<file path="src/hdl/cda_pkg.sv">
// Shared types, constants, microcode table and calendar helpers for the date adder.
package cda_pkg;

  localparam int YEAR_BITS = 16;
  localparam int MONTH_SUM_BITS = 17;
  localparam int DIV_W = (YEAR_BITS > MONTH_SUM_BITS) ? YEAR_BITS : MONTH_SUM_BITS;
  localparam int DCNT_W = 1;
  localparam int REM_W = 9;
  localparam int UPC_W = 4;

  typedef logic [YEAR_BITS-1:0] year_t;
  typedef logic [DIV_W-1:0] div_t;
  typedef logic [REM_W-1:0] rem_t;
  typedef logic [DCNT_W-1:0] dcnt_t;
  typedef logic [UPC_W-1:0] upc_t;

  localparam rem_t DIVISOR_MONTH = rem_t'(12);
  localparam rem_t DIVISOR_YEAR = rem_t'(400);
  localparam rem_t CENTURY = rem_t'(100);
  localparam dcnt_t DIV_LAST = dcnt_t'(1);

  // Reciprocals of the odd factors 3 and 25, scaled by 2^16. After the power of two
  // is shifted off, they are exact for month sums up to 2^17 and years up to 2^16.
  localparam int RECIP_W = 15;
  localparam int RECIP_SHIFT = 16;
  localparam int MONTH_PRE_SHIFT = 2;
  localparam int YEAR_PRE_SHIFT = 4;
  localparam logic [RECIP_W-1:0] RECIP_MONTH = 15'd21846;
  localparam logic [RECIP_W-1:0] RECIP_YEAR = 15'd2622;

  localparam logic [3:0] MONTH_JAN = 4'd1;
  localparam logic [3:0] MONTH_FEB = 4'd2;
  localparam logic [3:0] MONTH_APR = 4'd4;
  localparam logic [3:0] MONTH_JUN = 4'd6;
  localparam logic [3:0] MONTH_SEP = 4'd9;
  localparam logic [3:0] MONTH_NOV = 4'd11;
  localparam logic [3:0] MONTH_DEC = 4'd12;

  typedef enum logic [1:0] {
    KIND_LOAD,
    KIND_DAYS,
    KIND_MONTHS,
    KIND_YEARS
  } kind_e;

  typedef enum logic [3:0] {
    OP_NOP,
    OP_LOAD,
    OP_DAY_STEP,
    OP_DIV_MONTH,
    OP_DIV_YEAR,
    OP_DIV_STEP,
    OP_MONTH_WB,
    OP_RES_WB,
    OP_YEAR_ADD,
    OP_PUBLISH
  } uop_e;

  typedef enum logic [2:0] {
    C_NEVER,
    C_DISPATCH,
    C_CNT_GT1,
    C_DIV_MORE,
    C_OUT_FULL
  } ucond_e;

  typedef struct packed {
    uop_e   op;
    ucond_e cond;
    upc_t   br;
    upc_t   nxt;
  } uword_t;

  typedef struct packed {
    logic cnt_gt1;
    logic div_more;
    logic out_full;
  } ustat_t;

  typedef struct packed {
    logic start;
    logic step;
    logic sel_year;
  } div_ctl_t;

  localparam upc_t UPC_IDLE    = upc_t'(0);
  localparam upc_t UPC_LOAD    = upc_t'(1);
  localparam upc_t UPC_DAYS    = upc_t'(2);
  localparam upc_t UPC_MON     = upc_t'(3);
  localparam upc_t UPC_MON_RUN = upc_t'(4);
  localparam upc_t UPC_MON_WB  = upc_t'(5);
  localparam upc_t UPC_YMOD    = upc_t'(6);
  localparam upc_t UPC_YMOD_RUN = upc_t'(7);
  localparam upc_t UPC_YMOD_WB = upc_t'(8);
  localparam upc_t UPC_PUB     = upc_t'(9);
  localparam upc_t UPC_YEARS   = upc_t'(10);

  // Control store. A true condition takes the branch target, otherwise the next field.
  function automatic uword_t urom(upc_t addr);
    uword_t w;
    unique case (addr)
      UPC_IDLE:     w = '{OP_NOP,       C_DISPATCH, UPC_IDLE,     UPC_IDLE};
      UPC_LOAD:     w = '{OP_LOAD,      C_NEVER,    UPC_IDLE,     UPC_YMOD};
      UPC_DAYS:     w = '{OP_DAY_STEP,  C_CNT_GT1,  UPC_DAYS,     UPC_PUB};
      UPC_MON:      w = '{OP_DIV_MONTH, C_NEVER,    UPC_IDLE,     UPC_MON_RUN};
      UPC_MON_RUN:  w = '{OP_DIV_STEP,  C_DIV_MORE, UPC_MON_RUN,  UPC_MON_WB};
      UPC_MON_WB:   w = '{OP_MONTH_WB,  C_NEVER,    UPC_IDLE,     UPC_YMOD};
      UPC_YMOD:     w = '{OP_DIV_YEAR,  C_NEVER,    UPC_IDLE,     UPC_YMOD_RUN};
      UPC_YMOD_RUN: w = '{OP_DIV_STEP,  C_DIV_MORE, UPC_YMOD_RUN, UPC_YMOD_WB};
      UPC_YMOD_WB:  w = '{OP_RES_WB,    C_NEVER,    UPC_IDLE,     UPC_PUB};
      UPC_PUB:      w = '{OP_PUBLISH,   C_OUT_FULL, UPC_PUB,      UPC_IDLE};
      UPC_YEARS:    w = '{OP_YEAR_ADD,  C_NEVER,    UPC_IDLE,     UPC_YMOD};
      default:      w = '{OP_NOP,       C_NEVER,    UPC_IDLE,     UPC_IDLE};
    endcase
    return w;
  endfunction

  function automatic upc_t entry(kind_e k);
    upc_t a;
    unique case (k)
      KIND_LOAD:   a = UPC_LOAD;
      KIND_DAYS:   a = UPC_DAYS;
      KIND_MONTHS: a = UPC_MON;
      KIND_YEARS:  a = UPC_YEARS;
      default:     a = UPC_IDLE;
    endcase
    return a;
  endfunction

  // The leap rule only needs the year modulo 400.
  function automatic logic leap_from_res(rem_t r);
    return (r[1:0] == 2'b00) && (r != CENTURY) && (r != rem_t'(2 * 100))
        && (r != rem_t'(3 * 100));
  endfunction

  function automatic logic [4:0] month_len(logic [3:0] m, logic leap);
    logic [4:0] len;
    case (m) inside
      MONTH_FEB:                                  len = leap ? 5'd29 : 5'd28;
      MONTH_APR, MONTH_JUN, MONTH_SEP, MONTH_NOV: len = 5'd30;
      default:                                    len = 5'd31;
    endcase
    return len;
  endfunction

endpackage

</file>
<file path="src/hdl/cda_cdiv.sv">
// Divider by a constant (12 or 400) by reciprocal multiplication: quotient, then remainder.
module cda_cdiv (
  input  logic                clk_i,
  input  logic                rst_ni,
  input  cda_pkg::div_ctl_t   ctl_i,
  input  cda_pkg::div_t       dividend_i,
  output cda_pkg::div_t       quot_o,
  output cda_pkg::rem_t       rem_o,
  output logic                more_o
);

  cda_pkg::div_t  x_q, x_d;
  cda_pkg::div_t  quot_q, quot_d;
  cda_pkg::rem_t  rem_q, rem_d;
  cda_pkg::rem_t  divisor_q, divisor_d;
  logic           sel_year_q, sel_year_d;
  cda_pkg::dcnt_t cnt_q, cnt_d;

  logic [cda_pkg::RECIP_W-1:0]   mul_a;
  logic [cda_pkg::RECIP_W-1:0]   mul_b;
  logic [2*cda_pkg::RECIP_W-1:0] prod;
  cda_pkg::div_t                 back;
  cda_pkg::div_t                 diff;

  // 12 = 4 * 3 and 400 = 16 * 25: the power of two is shifted off first.
  assign mul_a = sel_year_q ? cda_pkg::RECIP_W'(x_q >> cda_pkg::YEAR_PRE_SHIFT)
                            : cda_pkg::RECIP_W'(x_q >> cda_pkg::MONTH_PRE_SHIFT);
  assign mul_b = sel_year_q ? cda_pkg::RECIP_YEAR : cda_pkg::RECIP_MONTH;
  assign prod  = {{cda_pkg::RECIP_W{1'b0}}, mul_a} * {{cda_pkg::RECIP_W{1'b0}}, mul_b};
  assign back  = quot_q * cda_pkg::div_t'(divisor_q);
  assign diff  = x_q - back;

  always_comb begin
    x_d        = x_q;
    quot_d     = quot_q;
    rem_d      = rem_q;
    divisor_d  = divisor_q;
    sel_year_d = sel_year_q;
    cnt_d      = cnt_q;
    if (ctl_i.start) begin
      x_d        = dividend_i;
      rem_d      = '0;
      sel_year_d = ctl_i.sel_year;
      divisor_d  = ctl_i.sel_year ? cda_pkg::DIVISOR_YEAR : cda_pkg::DIVISOR_MONTH;
      cnt_d      = cda_pkg::DIV_LAST;
    end else if (ctl_i.step) begin
      if (cnt_q != '0) begin
        quot_d = cda_pkg::div_t'(prod >> cda_pkg::RECIP_SHIFT);
        cnt_d  = cnt_q - cda_pkg::dcnt_t'(1);
      end else begin
        rem_d = cda_pkg::rem_t'(diff);
      end
    end
  end

  always_ff @(posedge clk_i or negedge rst_ni) begin
    if (!rst_ni) begin
      rem_q      <= '0;
      divisor_q  <= cda_pkg::DIVISOR_MONTH;
      sel_year_q <= 1'b0;
      cnt_q      <= '0;
    end else begin
      rem_q      <= rem_d;
      divisor_q  <= divisor_d;
      sel_year_q <= sel_year_d;
      cnt_q      <= cnt_d;
    end
  end

  always_ff @(posedge clk_i) begin
    x_q    <= x_d;
    quot_q <= quot_d;
  end

  assign quot_o = quot_q;
  assign rem_o  = rem_q;
  assign more_o = cnt_q != '0;

`ifndef SYNTHESIS
  a_rem_below_divisor: assert property (@(posedge clk_i) disable iff (!rst_ni)
    rem_q < divisor_q) else $error("divider remainder not below divisor");
`endif

endmodule

</file>
<file path="src/hdl/cda_dpath.sv">
// Date registers, day counter and year-mod-400 residue driven by the micro-op.
module cda_dpath (
  input  logic                clk_i,
  input  logic                rst_ni,
  input  logic                in_fire_i,
  input  logic [15:0]         amount_i,
  input  logic [4:0]          load_day_i,
  input  logic [3:0]          load_month_i,
  input  logic [15:0]         load_year_i,
  input  cda_pkg::uop_e       op_i,
  input  cda_pkg::div_t       quot_i,
  input  cda_pkg::rem_t       rem_i,
  output cda_pkg::div_t       dividend_o,
  output logic                cnt_gt1_o,
  output logic [4:0]          day_o,
  output logic [3:0]          month_o,
  output cda_pkg::year_t      year_o
);

  logic [4:0]     day_q, day_d;
  logic [3:0]     month_q, month_d;
  cda_pkg::year_t year_q, year_d;
  cda_pkg::rem_t  res_q, res_d;
  logic [15:0]    amt_q, amt_d;
  logic [4:0]     ld_day_q;
  logic [3:0]     ld_month_q;
  logic [15:0]    ld_year_q;

  logic [4:0]                           mlen;
  logic [cda_pkg::MONTH_SUM_BITS-1:0]   month_sum;

  assign mlen      = cda_pkg::month_len(month_q, cda_pkg::leap_from_res(res_q));
  assign month_sum = cda_pkg::MONTH_SUM_BITS'(month_q - 4'd1)
                   + cda_pkg::MONTH_SUM_BITS'(amt_q);

  always_comb begin
    dividend_o = cda_pkg::div_t'(year_q);
    if (op_i == cda_pkg::OP_DIV_MONTH) begin
      dividend_o = cda_pkg::div_t'(month_sum);
    end
  end

  always_comb begin
    day_d   = day_q;
    month_d = month_q;
    year_d  = year_q;
    res_d   = res_q;
    amt_d   = amt_q;
    if (in_fire_i) begin
      amt_d = amount_i;
    end
    case (op_i)
      cda_pkg::OP_LOAD: begin
        day_d = (ld_day_q == 5'd0) ? 5'd1 : ld_day_q;
        if (ld_month_q == 4'd0) begin
          month_d = cda_pkg::MONTH_JAN;
        end else if (ld_month_q > cda_pkg::MONTH_DEC) begin
          month_d = cda_pkg::MONTH_DEC;
        end else begin
          month_d = ld_month_q;
        end
        year_d = cda_pkg::year_t'(ld_year_q);
      end
      cda_pkg::OP_DAY_STEP: begin
        if (amt_q != 16'd0) begin
          amt_d = amt_q - 16'd1;
          if (day_q >= mlen) begin
            day_d = 5'd1;
            if (month_q >= cda_pkg::MONTH_DEC) begin
              month_d = cda_pkg::MONTH_JAN;
              year_d  = year_q + cda_pkg::year_t'(1);
              // Keep the residue in step so the next day sees the right leap flag;
              // a wrapping year starts again at residue zero.
              if (year_q == '1
                  || res_q == cda_pkg::DIVISOR_YEAR - cda_pkg::rem_t'(1)) begin
                res_d = '0;
              end else begin
                res_d = res_q + cda_pkg::rem_t'(1);
              end
            end else begin
              month_d = month_q + 4'd1;
            end
          end else begin
            day_d = day_q + 5'd1;
          end
        end
      end
      cda_pkg::OP_MONTH_WB: begin
        month_d = rem_i[3:0] + 4'd1;
        year_d  = year_q + cda_pkg::year_t'(quot_i);
      end
      cda_pkg::OP_RES_WB: begin
        res_d = rem_i;
      end
      cda_pkg::OP_YEAR_ADD: begin
        year_d = year_q + cda_pkg::year_t'(amt_q);
      end
      default: begin
      end
    endcase
  end

  always_ff @(posedge clk_i or negedge rst_ni) begin
    if (!rst_ni) begin
      day_q   <= 5'd1;
      month_q <= cda_pkg::MONTH_JAN;
      year_q  <= '0;
      res_q   <= '0;
      amt_q   <= '0;
    end else begin
      day_q   <= day_d;
      month_q <= month_d;
      year_q  <= year_d;
      res_q   <= res_d;
      amt_q   <= amt_d;
    end
  end

  always_ff @(posedge clk_i) begin
    if (in_fire_i) begin
      ld_day_q   <= load_day_i;
      ld_month_q <= load_month_i;
      ld_year_q  <= load_year_i;
    end
  end

  assign cnt_gt1_o = amt_q > 16'd1;
  assign day_o     = day_q;
  assign month_o   = month_q;
  assign year_o    = year_q;

`ifndef SYNTHESIS
  a_month_range: assert property (@(posedge clk_i) disable iff (!rst_ni)
    month_q >= cda_pkg::MONTH_JAN && month_q <= cda_pkg::MONTH_DEC)
    else $error("month left 1..12");
  a_res_range: assert property (@(posedge clk_i) disable iff (!rst_ni)
    res_q < cda_pkg::DIVISOR_YEAR) else $error("year residue out of range");
`endif

endmodule

</file>
<file path="src/hdl/cda_useq.sv">
// Micro-sequencer: step counter, control store lookup and conditional branching.
module cda_useq (
  input  logic              clk_i,
  input  logic              rst_ni,
  input  logic              in_fire_i,
  input  logic [1:0]        kind_i,
  input  cda_pkg::ustat_t   stat_i,
  output cda_pkg::uop_e     op_o,
  output logic              idle_o
);

  cda_pkg::upc_t   upc_q, upc_d;
  cda_pkg::uword_t uw;
  logic            take;

  assign uw = cda_pkg::urom(upc_q);

  always_comb begin
    case (uw.cond)
      cda_pkg::C_CNT_GT1:  take = stat_i.cnt_gt1;
      cda_pkg::C_DIV_MORE: take = stat_i.div_more;
      cda_pkg::C_OUT_FULL: take = stat_i.out_full;
      default:             take = 1'b0;
    endcase
  end

  always_comb begin
    upc_d = take ? uw.br : uw.nxt;
    if (uw.cond == cda_pkg::C_DISPATCH && in_fire_i) begin
      upc_d = cda_pkg::entry(cda_pkg::kind_e'(kind_i));
    end
  end

  always_ff @(posedge clk_i or negedge rst_ni) begin
    if (!rst_ni) begin
      upc_q <= cda_pkg::UPC_IDLE;
    end else begin
      upc_q <= upc_d;
    end
  end

  assign op_o   = uw.op;
  assign idle_o = upc_q == cda_pkg::UPC_IDLE;

`ifndef SYNTHESIS
  a_fire_leaves_idle: assert property (@(posedge clk_i) disable iff (!rst_ni)
    in_fire_i |=> upc_q != cda_pkg::UPC_IDLE) else $error("item accepted but no routine run");
  a_publish_returns: assert property (@(posedge clk_i) disable iff (!rst_ni)
    (upc_q == cda_pkg::UPC_PUB && !stat_i.out_full) |=> upc_q == cda_pkg::UPC_IDLE)
    else $error("sequencer did not return to idle after publishing");
`endif

endmodule

</file>
<file path="src/hdl/calendar_date_adder.sv">
// Top level: Gregorian date register with microcoded load and add-day/month/year operations.
//
//   beat      direction  handshake                  fields
//   input     in         in_valid_i / in_stall_o    kind, amount, load_day/month/year
//   result    out        out_valid_o / out_stall_i  day_out, month_out, year_out
//
// One item at a time; one result per item, held in an output register so the
// next item is taken while the result waits.
// The day loop steps one day per cycle, and the year-mod-400 and month/12
// reductions share one reciprocal-multiply divider. Reset gives 1 January of
// year 0; a stalled result holds until taken, and the next result waits in its
// publish step while the held result is stalled.
module calendar_date_adder (
  input  logic        clk_i,
  input  logic        rst_ni,
  input  logic        in_valid_i,
  output logic        in_stall_o,
  input  logic [1:0]  kind_i,
  input  logic [15:0] amount_i,
  input  logic [4:0]  load_day_i,
  input  logic [3:0]  load_month_i,
  input  logic [15:0] load_year_i,
  output logic        out_valid_o,
  input  logic        out_stall_i,
  output logic [4:0]  day_out_o,
  output logic [3:0]  month_out_o,
  output logic [15:0] year_out_o
);

  logic               in_fire;
  logic               idle;
  cda_pkg::uop_e      op;
  cda_pkg::ustat_t    stat;
  cda_pkg::div_ctl_t  dctl;
  cda_pkg::div_t      dividend;
  cda_pkg::div_t      quot;
  cda_pkg::rem_t      rem;
  logic               div_more;
  logic               cnt_gt1;
  logic [4:0]         day;
  logic [3:0]         month;
  cda_pkg::year_t     year;
  logic               publish;

  logic               out_valid_q, out_valid_d;
  logic [4:0]         day_out_q;
  logic [3:0]         month_out_q;
  logic [15:0]        year_out_q;

  assign in_stall_o = !idle;
  assign in_fire    = in_valid_i && idle;

  assign stat.cnt_gt1  = cnt_gt1;
  assign stat.div_more = div_more;
  assign stat.out_full = out_valid_q && out_stall_i;

  assign dctl.start    = (op == cda_pkg::OP_DIV_MONTH) || (op == cda_pkg::OP_DIV_YEAR);
  assign dctl.step     = op == cda_pkg::OP_DIV_STEP;
  assign dctl.sel_year = op == cda_pkg::OP_DIV_YEAR;

  cda_useq u_useq (
    .clk_i     (clk_i),
    .rst_ni    (rst_ni),
    .in_fire_i (in_fire),
    .kind_i    (kind_i),
    .stat_i    (stat),
    .op_o      (op),
    .idle_o    (idle)
  );

  cda_dpath u_dpath (
    .clk_i        (clk_i),
    .rst_ni       (rst_ni),
    .in_fire_i    (in_fire),
    .amount_i     (amount_i),
    .load_day_i   (load_day_i),
    .load_month_i (load_month_i),
    .load_year_i  (load_year_i),
    .op_i         (op),
    .quot_i       (quot),
    .rem_i        (rem),
    .dividend_o   (dividend),
    .cnt_gt1_o    (cnt_gt1),
    .day_o        (day),
    .month_o      (month),
    .year_o       (year)
  );

  cda_cdiv u_cdiv (
    .clk_i      (clk_i),
    .rst_ni     (rst_ni),
    .ctl_i      (dctl),
    .dividend_i (dividend),
    .quot_o     (quot),
    .rem_o      (rem),
    .more_o     (div_more)
  );

  assign publish = (op == cda_pkg::OP_PUBLISH) && !stat.out_full;

  always_comb begin
    out_valid_d = out_valid_q;
    if (out_valid_q && !out_stall_i) begin
      out_valid_d = 1'b0;
    end
    if (publish) begin
      out_valid_d = 1'b1;
    end
  end

  always_ff @(posedge clk_i or negedge rst_ni) begin
    if (!rst_ni) begin
      out_valid_q <= 1'b0;
    end else begin
      out_valid_q <= out_valid_d;
    end
  end

  always_ff @(posedge clk_i) begin
    if (publish) begin
      day_out_q   <= day;
      month_out_q <= month;
      year_out_q  <= 16'(year);
    end
  end

  assign out_valid_o = out_valid_q;
  assign day_out_o   = day_out_q;
  assign month_out_o = month_out_q;
  assign year_out_o  = year_out_q;

`ifndef SYNTHESIS
  a_no_overwrite: assert property (@(posedge clk_i) disable iff (!rst_ni)
    (out_valid_q && out_stall_i) |-> !publish) else $error("result overwritten while stalled");
`endif

endmodule

</file>
<file path="config.mk">
export PLATFORM = sky130hd
export DESIGN_NAME = calendar_date_adder
export DESIGN_NICKNAME = d
export VERILOG_FILES = /design/src/hdl/cda_pkg.sv /design/src/hdl/cda_cdiv.sv /design/src/hdl/cda_dpath.sv /design/src/hdl/cda_useq.sv /design/src/hdl/calendar_date_adder.sv
export SDC_FILE = /design/constraint.sdc
export NUM_CORES = 1
export LEC_CHECK = 0
export CELL_PAD_IN_SITES_DETAIL_PLACEMENT = 1
export CELL_PAD_IN_SITES_GLOBAL_PLACEMENT = 2
export CORE_MARGIN = 2
export CORE_UTILIZATION = 40
export CTS_CLUSTER_SIZE = 28
export DETAILED_ROUTE_END_ITERATION = 8
export DONT_BUFFER_PORTS = 1
export HOLD_SLACK_MARGIN = 0.02
export MAX_ROUTING_LAYER = met4
export PLACE_DENSITY = 0.81
export SLEW_MARGIN = 0
export SYNTH_ARGS = -nofsm -noshare
export SYNTH_HDL_FRONTEND = slang
export SYNTH_SLANG_ARGS = --single-unit
</file>
<file path="constraint.sdc">
create_clock -name clk_i -period 6.92 [get_ports clk_i]
set_input_delay 0 -clock clk_i [delete_from_list [all_inputs] [get_ports clk_i]]
set_output_delay 0 -clock clk_i [all_outputs]
set_load 0.01 [all_outputs]
</file>
Yosys cells after proc, flatten, opt, wreduce, memory -nomap -nowiden
Memories as Yosys holds them, arrays and structs flattened.
Index checks and enable logic that the tools add are counted.
- bits of input ports: 47
- word-level logic and storage cells: 143
- output and inout port bits: 27
- register bits: 156
- ROM bits: 240
- memories: 1
- memory list (name ; depth ; bits a word ; rd ports ; clocked after memory_dff ; write ports ; RTL line ; text):
    (no name shown) ; 16 ; 15 ; 1 ; 0 ; 0 ; cda_pkg.sv:101 ; unique case (addr)
- multipliers: 2
- $add $sub $neg: 12
- $lt $le $gt $ge: 4
- bitwise operators: 1
- reductions and logical operators: 32
- mux-type cells: 41
- equality and inequality tests: 30
- operators by type and width (kind ; number):
    $mux 16 ; 7
    $mux 9 ; 8
    $pmux 16 s4 ; 1
    $mul 15x15->30 ; 1
    $mux 15 ; 2
    $mux 4 ; 7
    $eq 4x3->1 const B ; 6
    $mux 5 ; 4
    $pmux 9 s2 ; 1
    $add 17x16->17 ; 1
    $add 16x1->16 const B ; 1
    $add 16x14->16 ; 1
    $add 16x16->16 ; 1
    $eq 16x16->1 const B ; 1
    $eq 4x4->1 const B ; 4
    $gt 16x1->1 const B ; 1
    $pmux 4 s4 ; 1
    $reduce_bool 16->1 ; 1
    $sub 16x1->16 const B ; 1
    $mul 14x9->9 ; 1
    $eq 4x2->1 const B ; 3
    $pmux 4 s3 ; 1
    $pmux 5 s2 ; 1
    $add 9x1->9 const B ; 1
    other kinds (36) ; 65

Longest topological paths before layout
- depth in word-level cells: 10
- depth in mapped cells: 25
- mapped depth without buffers: 23

Modules after synthesis
A second synthesis with hierarchy kept.
- cells, all modules: 1563
- area, all modules: 14854.2 um^2
- by module, submodules not included (module ; cells each ; area each (um^2) ; times used ; seq. area each (um^2)):
    cda_cdiv ; 771 ; 7638.6 ; 1 ; 1232.4
    cda_dpath ; 699 ; 5854.4 ; 1 ; 2004.4
    calendar_date_adder ; 36 ; 863.3 ; 1 ; 775.7
    cda_useq ; 57 ; 498.0 ; 1 ; 100.1

Least setup slack after synthesis
No wires, ideal clock.
- path kind: register to register
- start point: register, netlist name u_cdiv.divisor_q[7]
- end point: register u_cdiv.quot_q[13], in the netlist u_cdiv.quot_o[13] (data pin)
- library setup time: 0.262 ns
- arrival: 5.900 ns
- stages on the path, launching flop included: 23
- buffers on the path: 2
- period minus slack after synthesis: 6.162 ns
- data required time: 6.658 ns
- setup slack: 0.758 ns
- cells stage by stage: dfrtp_1 buf_6 clkbuf_1 and2_1 or2_2 ha_1 a31oi_1 fa_1 fa_1 fa_1 inv_1 fa_1 inv_1 fa_1 inv_1 ha_1 a21oi_1 nand2_1 a2111o_1 a41oi_4 o21ai_4 a221oi_2 xnor2_1
- RTL lines (element ; RTL line ; text):
    end signal, assigned ; cda_cdiv.sv:72 ; quot_q <= quot_d;
    end, declared ; cda_cdiv.sv:13 ; cda_pkg::div_t quot_q, quot_d;

==> impl_metrics.py <==
metrics = {
    "run_status": {
        "status": "finished with violations",
        "violations": "DRC",
    },
    "floorplan": {
        "io_pins": 74,
        "dieArea_um2": 37800,
        "die_width_um": 194,
        "rows": 69,
        "die_h_um": 194,
        "initial_core_util": 0.406,
        "coreArea_um2": 35700,
    },
    "timing": {
        "maxSlewViolCount": 0,
        "fmax_mhz": 150,
        "setup_tns_ns": 0,
        "finClkSkew_ns": 0.0110,
        "setup_viol": 0,
        "rsz0062_at_grt": "false",
        "max-slew-margin-rel": 0.268,
        "min_period_over_period": 0.963,
        "hold_viol_final": 0,
        "tightestPinTransition_ns": 1.10,
        "period_minus_slack_ns": 6.66,
    },
    "worst_setup_path": {
        "crit_path_end_kind": "flop",
        "cp_data_required_time_ns": 7.10,
        "r2r-start": "u_cdiv.divisor_q[7]",
        "worstSetupStartpointType": "flop",
        "reg2regPathDepth": 16,
        "worstPathArrival_ns": 6.84,
        "crit_start": "u_cdiv.divisor_q[7]",
        "cp_max_fo": 25,
        "timing.rr.end": "u_cdiv.quot_o[12]",
        "cp-endpoint": "u_cdiv.quot_o[12]",
        "path_class": "flop to flop",
        "r2r_setup_slack_ns": 0.26,
    },
    "synthesis": {
        "ys_ff_latch": 148,
        "yosysUniqueCellTypes": 70,
        "synth_edf_count": 81,
        "synth-seq-area-share": 0.284,
        "synth-main-ff-cell": "edfxtp_1",
        "syn_inst": 1524,
        "synth_area_um2": 14500,
        "yosysWarnings": 0,
        "synthArstFlopShare": 0.453,
        "syn_avg_cell_area_um2": 9.51,
    },
    "cells_and_area": {
        "diodes": 0,
        "area_growth_pct": 11.5,
        "layout-drive-gt1-share": 0.0449,
        "nets": 1923,
        "fillers": 4053,
        "fin_util": 0.453,
        "final_area_um2": 16200,
    },
    "placement": {
        "hpwlAfterDp_um": 31800,
        "gp_congestion": 0.876,
        "io_buffers": 0,
        "place_area_um2": 15100,
    },
    "flow_run": {
        "drv_cap": 0,
    },
    "global_route": {
        "grt_pass1_vias": 11902,
        "grt_antenna_before_repair": 0,
        "grt_pass1_wl_um": 64700,
        "track_usage": 0.225,
        "grt_remaining_overflow": 0,
        "grt_max_degree": 68,
    },
    "drt": {
        "route.detailed.drc": 3,
        "avgRoutedWirePerCell_um": 19.4,
        "vias": 10962,
        "vias_per_cell": 5.37,
        "routed_wl_um": 39600,
        "drt-initial-drc-count": 535,
        "postRouteAntennaNets": 0,
        "detail_route.first_pass.iterations": 7,
    },
    "clock_tree": {
        "clock_sinks": 148,
        "insertion_delay_ns": 0.43,
        "cts_tree": "done",
        "clockBufferDepth": 2,
        "cts_root_buf": "clkbuf_16",
        "cts_buffers": 17,
        "clkTransAtPathRegs_ns": 0.07,
        "h-tree-depth": 4,
    },
    "hold_path": {
        "hp-class": "input port to flop",
    },
}
through the flow:
step	hold WS (ns)	instances	setup slack, ns
finish	0.0699	2042	0.257
global route	0.135	2042	0.0317
CTS	0.0384	2042	0.0830
detailed placement	-0.294	1963	0.105
global placement	-0.294	1963	0.313
floorplan	-0.296	1531	0.758
cells by family (layout without fill, tap and decap cells):
kind of cell             Yosys count  count (layout)  synth area share
buffers and inverters            283             333            0.0747
adder cells (fa/ha/maj)          308             308             0.326
other                              1               8          0.000259
flip-flops                       148             148             0.284
AO/OA/AOI/OAI                    317             317             0.139
XOR/XNOR                          60              60            0.0363
multiplexers                      11              11           0.00803
AND/OR/NAND/NOR                  396             396             0.132
metal layers:
metal / vias to the layer above / global-route usage / share of wire
met5: - / - / 0
li1: 5272 / - / -
met2: 172 / 0.369 / 0.48
met3: 42 / 0.0309 / 0.031
met1: 5476 / 0.298 / 0.47
met4: 0 / 0.0473 / 0.015
layout by cell type, fill, tap and decap left out, types with 6 or more instances in the layout:
master,instances
nor2b_1,20
a22oi_1,8
conb_1,8
inv_1,237
a21o_1,15
nor2_1,83
mux2i_1,6
o21ai_0,85
o21bai_1,9
nor3b_1,9
and2_1,15
edfxtp_1,81
a31oi_1,17
buf_4,17
fa_1,116
clkbuf_16,17
o21a_1,11
nand2b_1,25
nand4_1,12
dlygate4sd3_1,46
nor4_1,8
nand2_1,143
a22o_1,23
o22ai_1,6
nor3_1,15
ha_1,192
a21oi_1,89
and3_1,13
xnor2_1,45
a211oi_1,10
xor2_1,15
dfrtp_1,63
nand3_1,31
final cells by class:
type	count	area, um2	area share
clock buffer	21	440	0.0272
clock inverter	11	160	0.00991
inverter	237	890	0.0550
multi-input combinational	1100	9370	0.579
sequential	148	4120	0.255
tap	461	577	0.0357
timing repair buffer	64	616	0.0381
registers in the layout, summed over array words and instances, names as in the netlist, 9 cells and up:
register / cells
u_dpath.ld_year_q: 16
u_cdiv.quot_o: 14
u_cdiv.x_q: 17
year_out_o: 16
u_dpath.amt_q: 16
u_dpath.year_o: 16
u_cdiv.rem_o: 9
u_dpath.res_q: 9
Yosys cell counts, drive strengths merged, types with 4 or more instances:
library cell / instances / share of area
nand3: 31 / 0.011
and3: 13 / 0.0056
clkbuf: 32 / 0.0083
a22o: 23 / 0.014
nor2: 83 / 0.021
o21ai: 90 / 0.032
inv: 237 / 0.061
nor2b: 20 / 0.0086
a21o: 15 / 0.0078
a22oi: 8 / 0.0041
o22ai: 6 / 0.0026
a21oi: 91 / 0.031
nand2: 144 / 0.038
nor4: 10 / 0.0047
a32oi: 4 / 0.0024
mux2i: 6 / 0.0041
nor3b: 10 / 0.0052
ha: 192 / 0.17
edfxtp: 81 / 0.17
o211ai: 5 / 0.0026
fa: 116 / 0.16
a211oi: 10 / 0.0052
nand4: 12 / 0.0052
xnor2: 45 / 0.027
and2: 15 / 0.0065
o21a: 11 / 0.0057
buf: 14 / 0.0050
mux2: 5 / 0.0039
dfrtp: 64 / 0.11
nor3: 16 / 0.0055
a31oi: 17 / 0.0073
nand2b: 26 / 0.011
o21bai: 9 / 0.0047
xor2: 15 / 0.0091
worst max-delay path, cell delays in order (launching register included):
cell and delay [ns]:
dfrtp_4 0.60, nor2b_1 0.35, nand2b_1 0.26, fa_1 0.47, fa_1 0.60, fa_1 0.47, fa_1 0.56, fa_1 0.44
fa_1 0.52, ha_1 0.36, a211oi_1 0.24, nand2_1 0.11, a2111o_1 0.51, a31oi_1 0.39, o21ai_0 0.20, a21oi_1 0.23
xnor2_1 0.09
how the worst min path moves through the flow:
stage	cells past startpoint	slack, ns	endpoint	from
after floorplan	0	-0.30	out_valid_o	rst_ni
after global placement	0	-0.29	u_useq.upc_q[1]	rst_ni
after detailed placement	0	-0.29	u_useq.upc_q[1]	rst_ni
after CTS	5	0.04	u_useq.upc_q[1]	out_stall_i
after global routing	5	0.13	u_useq.upc_q[1]	out_stall_i
final	5	0.07	u_useq.upc_q[1]	out_stall_i
what timing repair did:
action	4_1_cts	5_1_grt
setup buffers	0	0
endpoints found under the hold margin	137	0
hold buffers	47	0
endpoints found under the setup margin	0	10
resized for setup	0	2
Power is not shown: default switching activity piles up to over one toggle a cycle in this logic, so the estimate is an artifact.
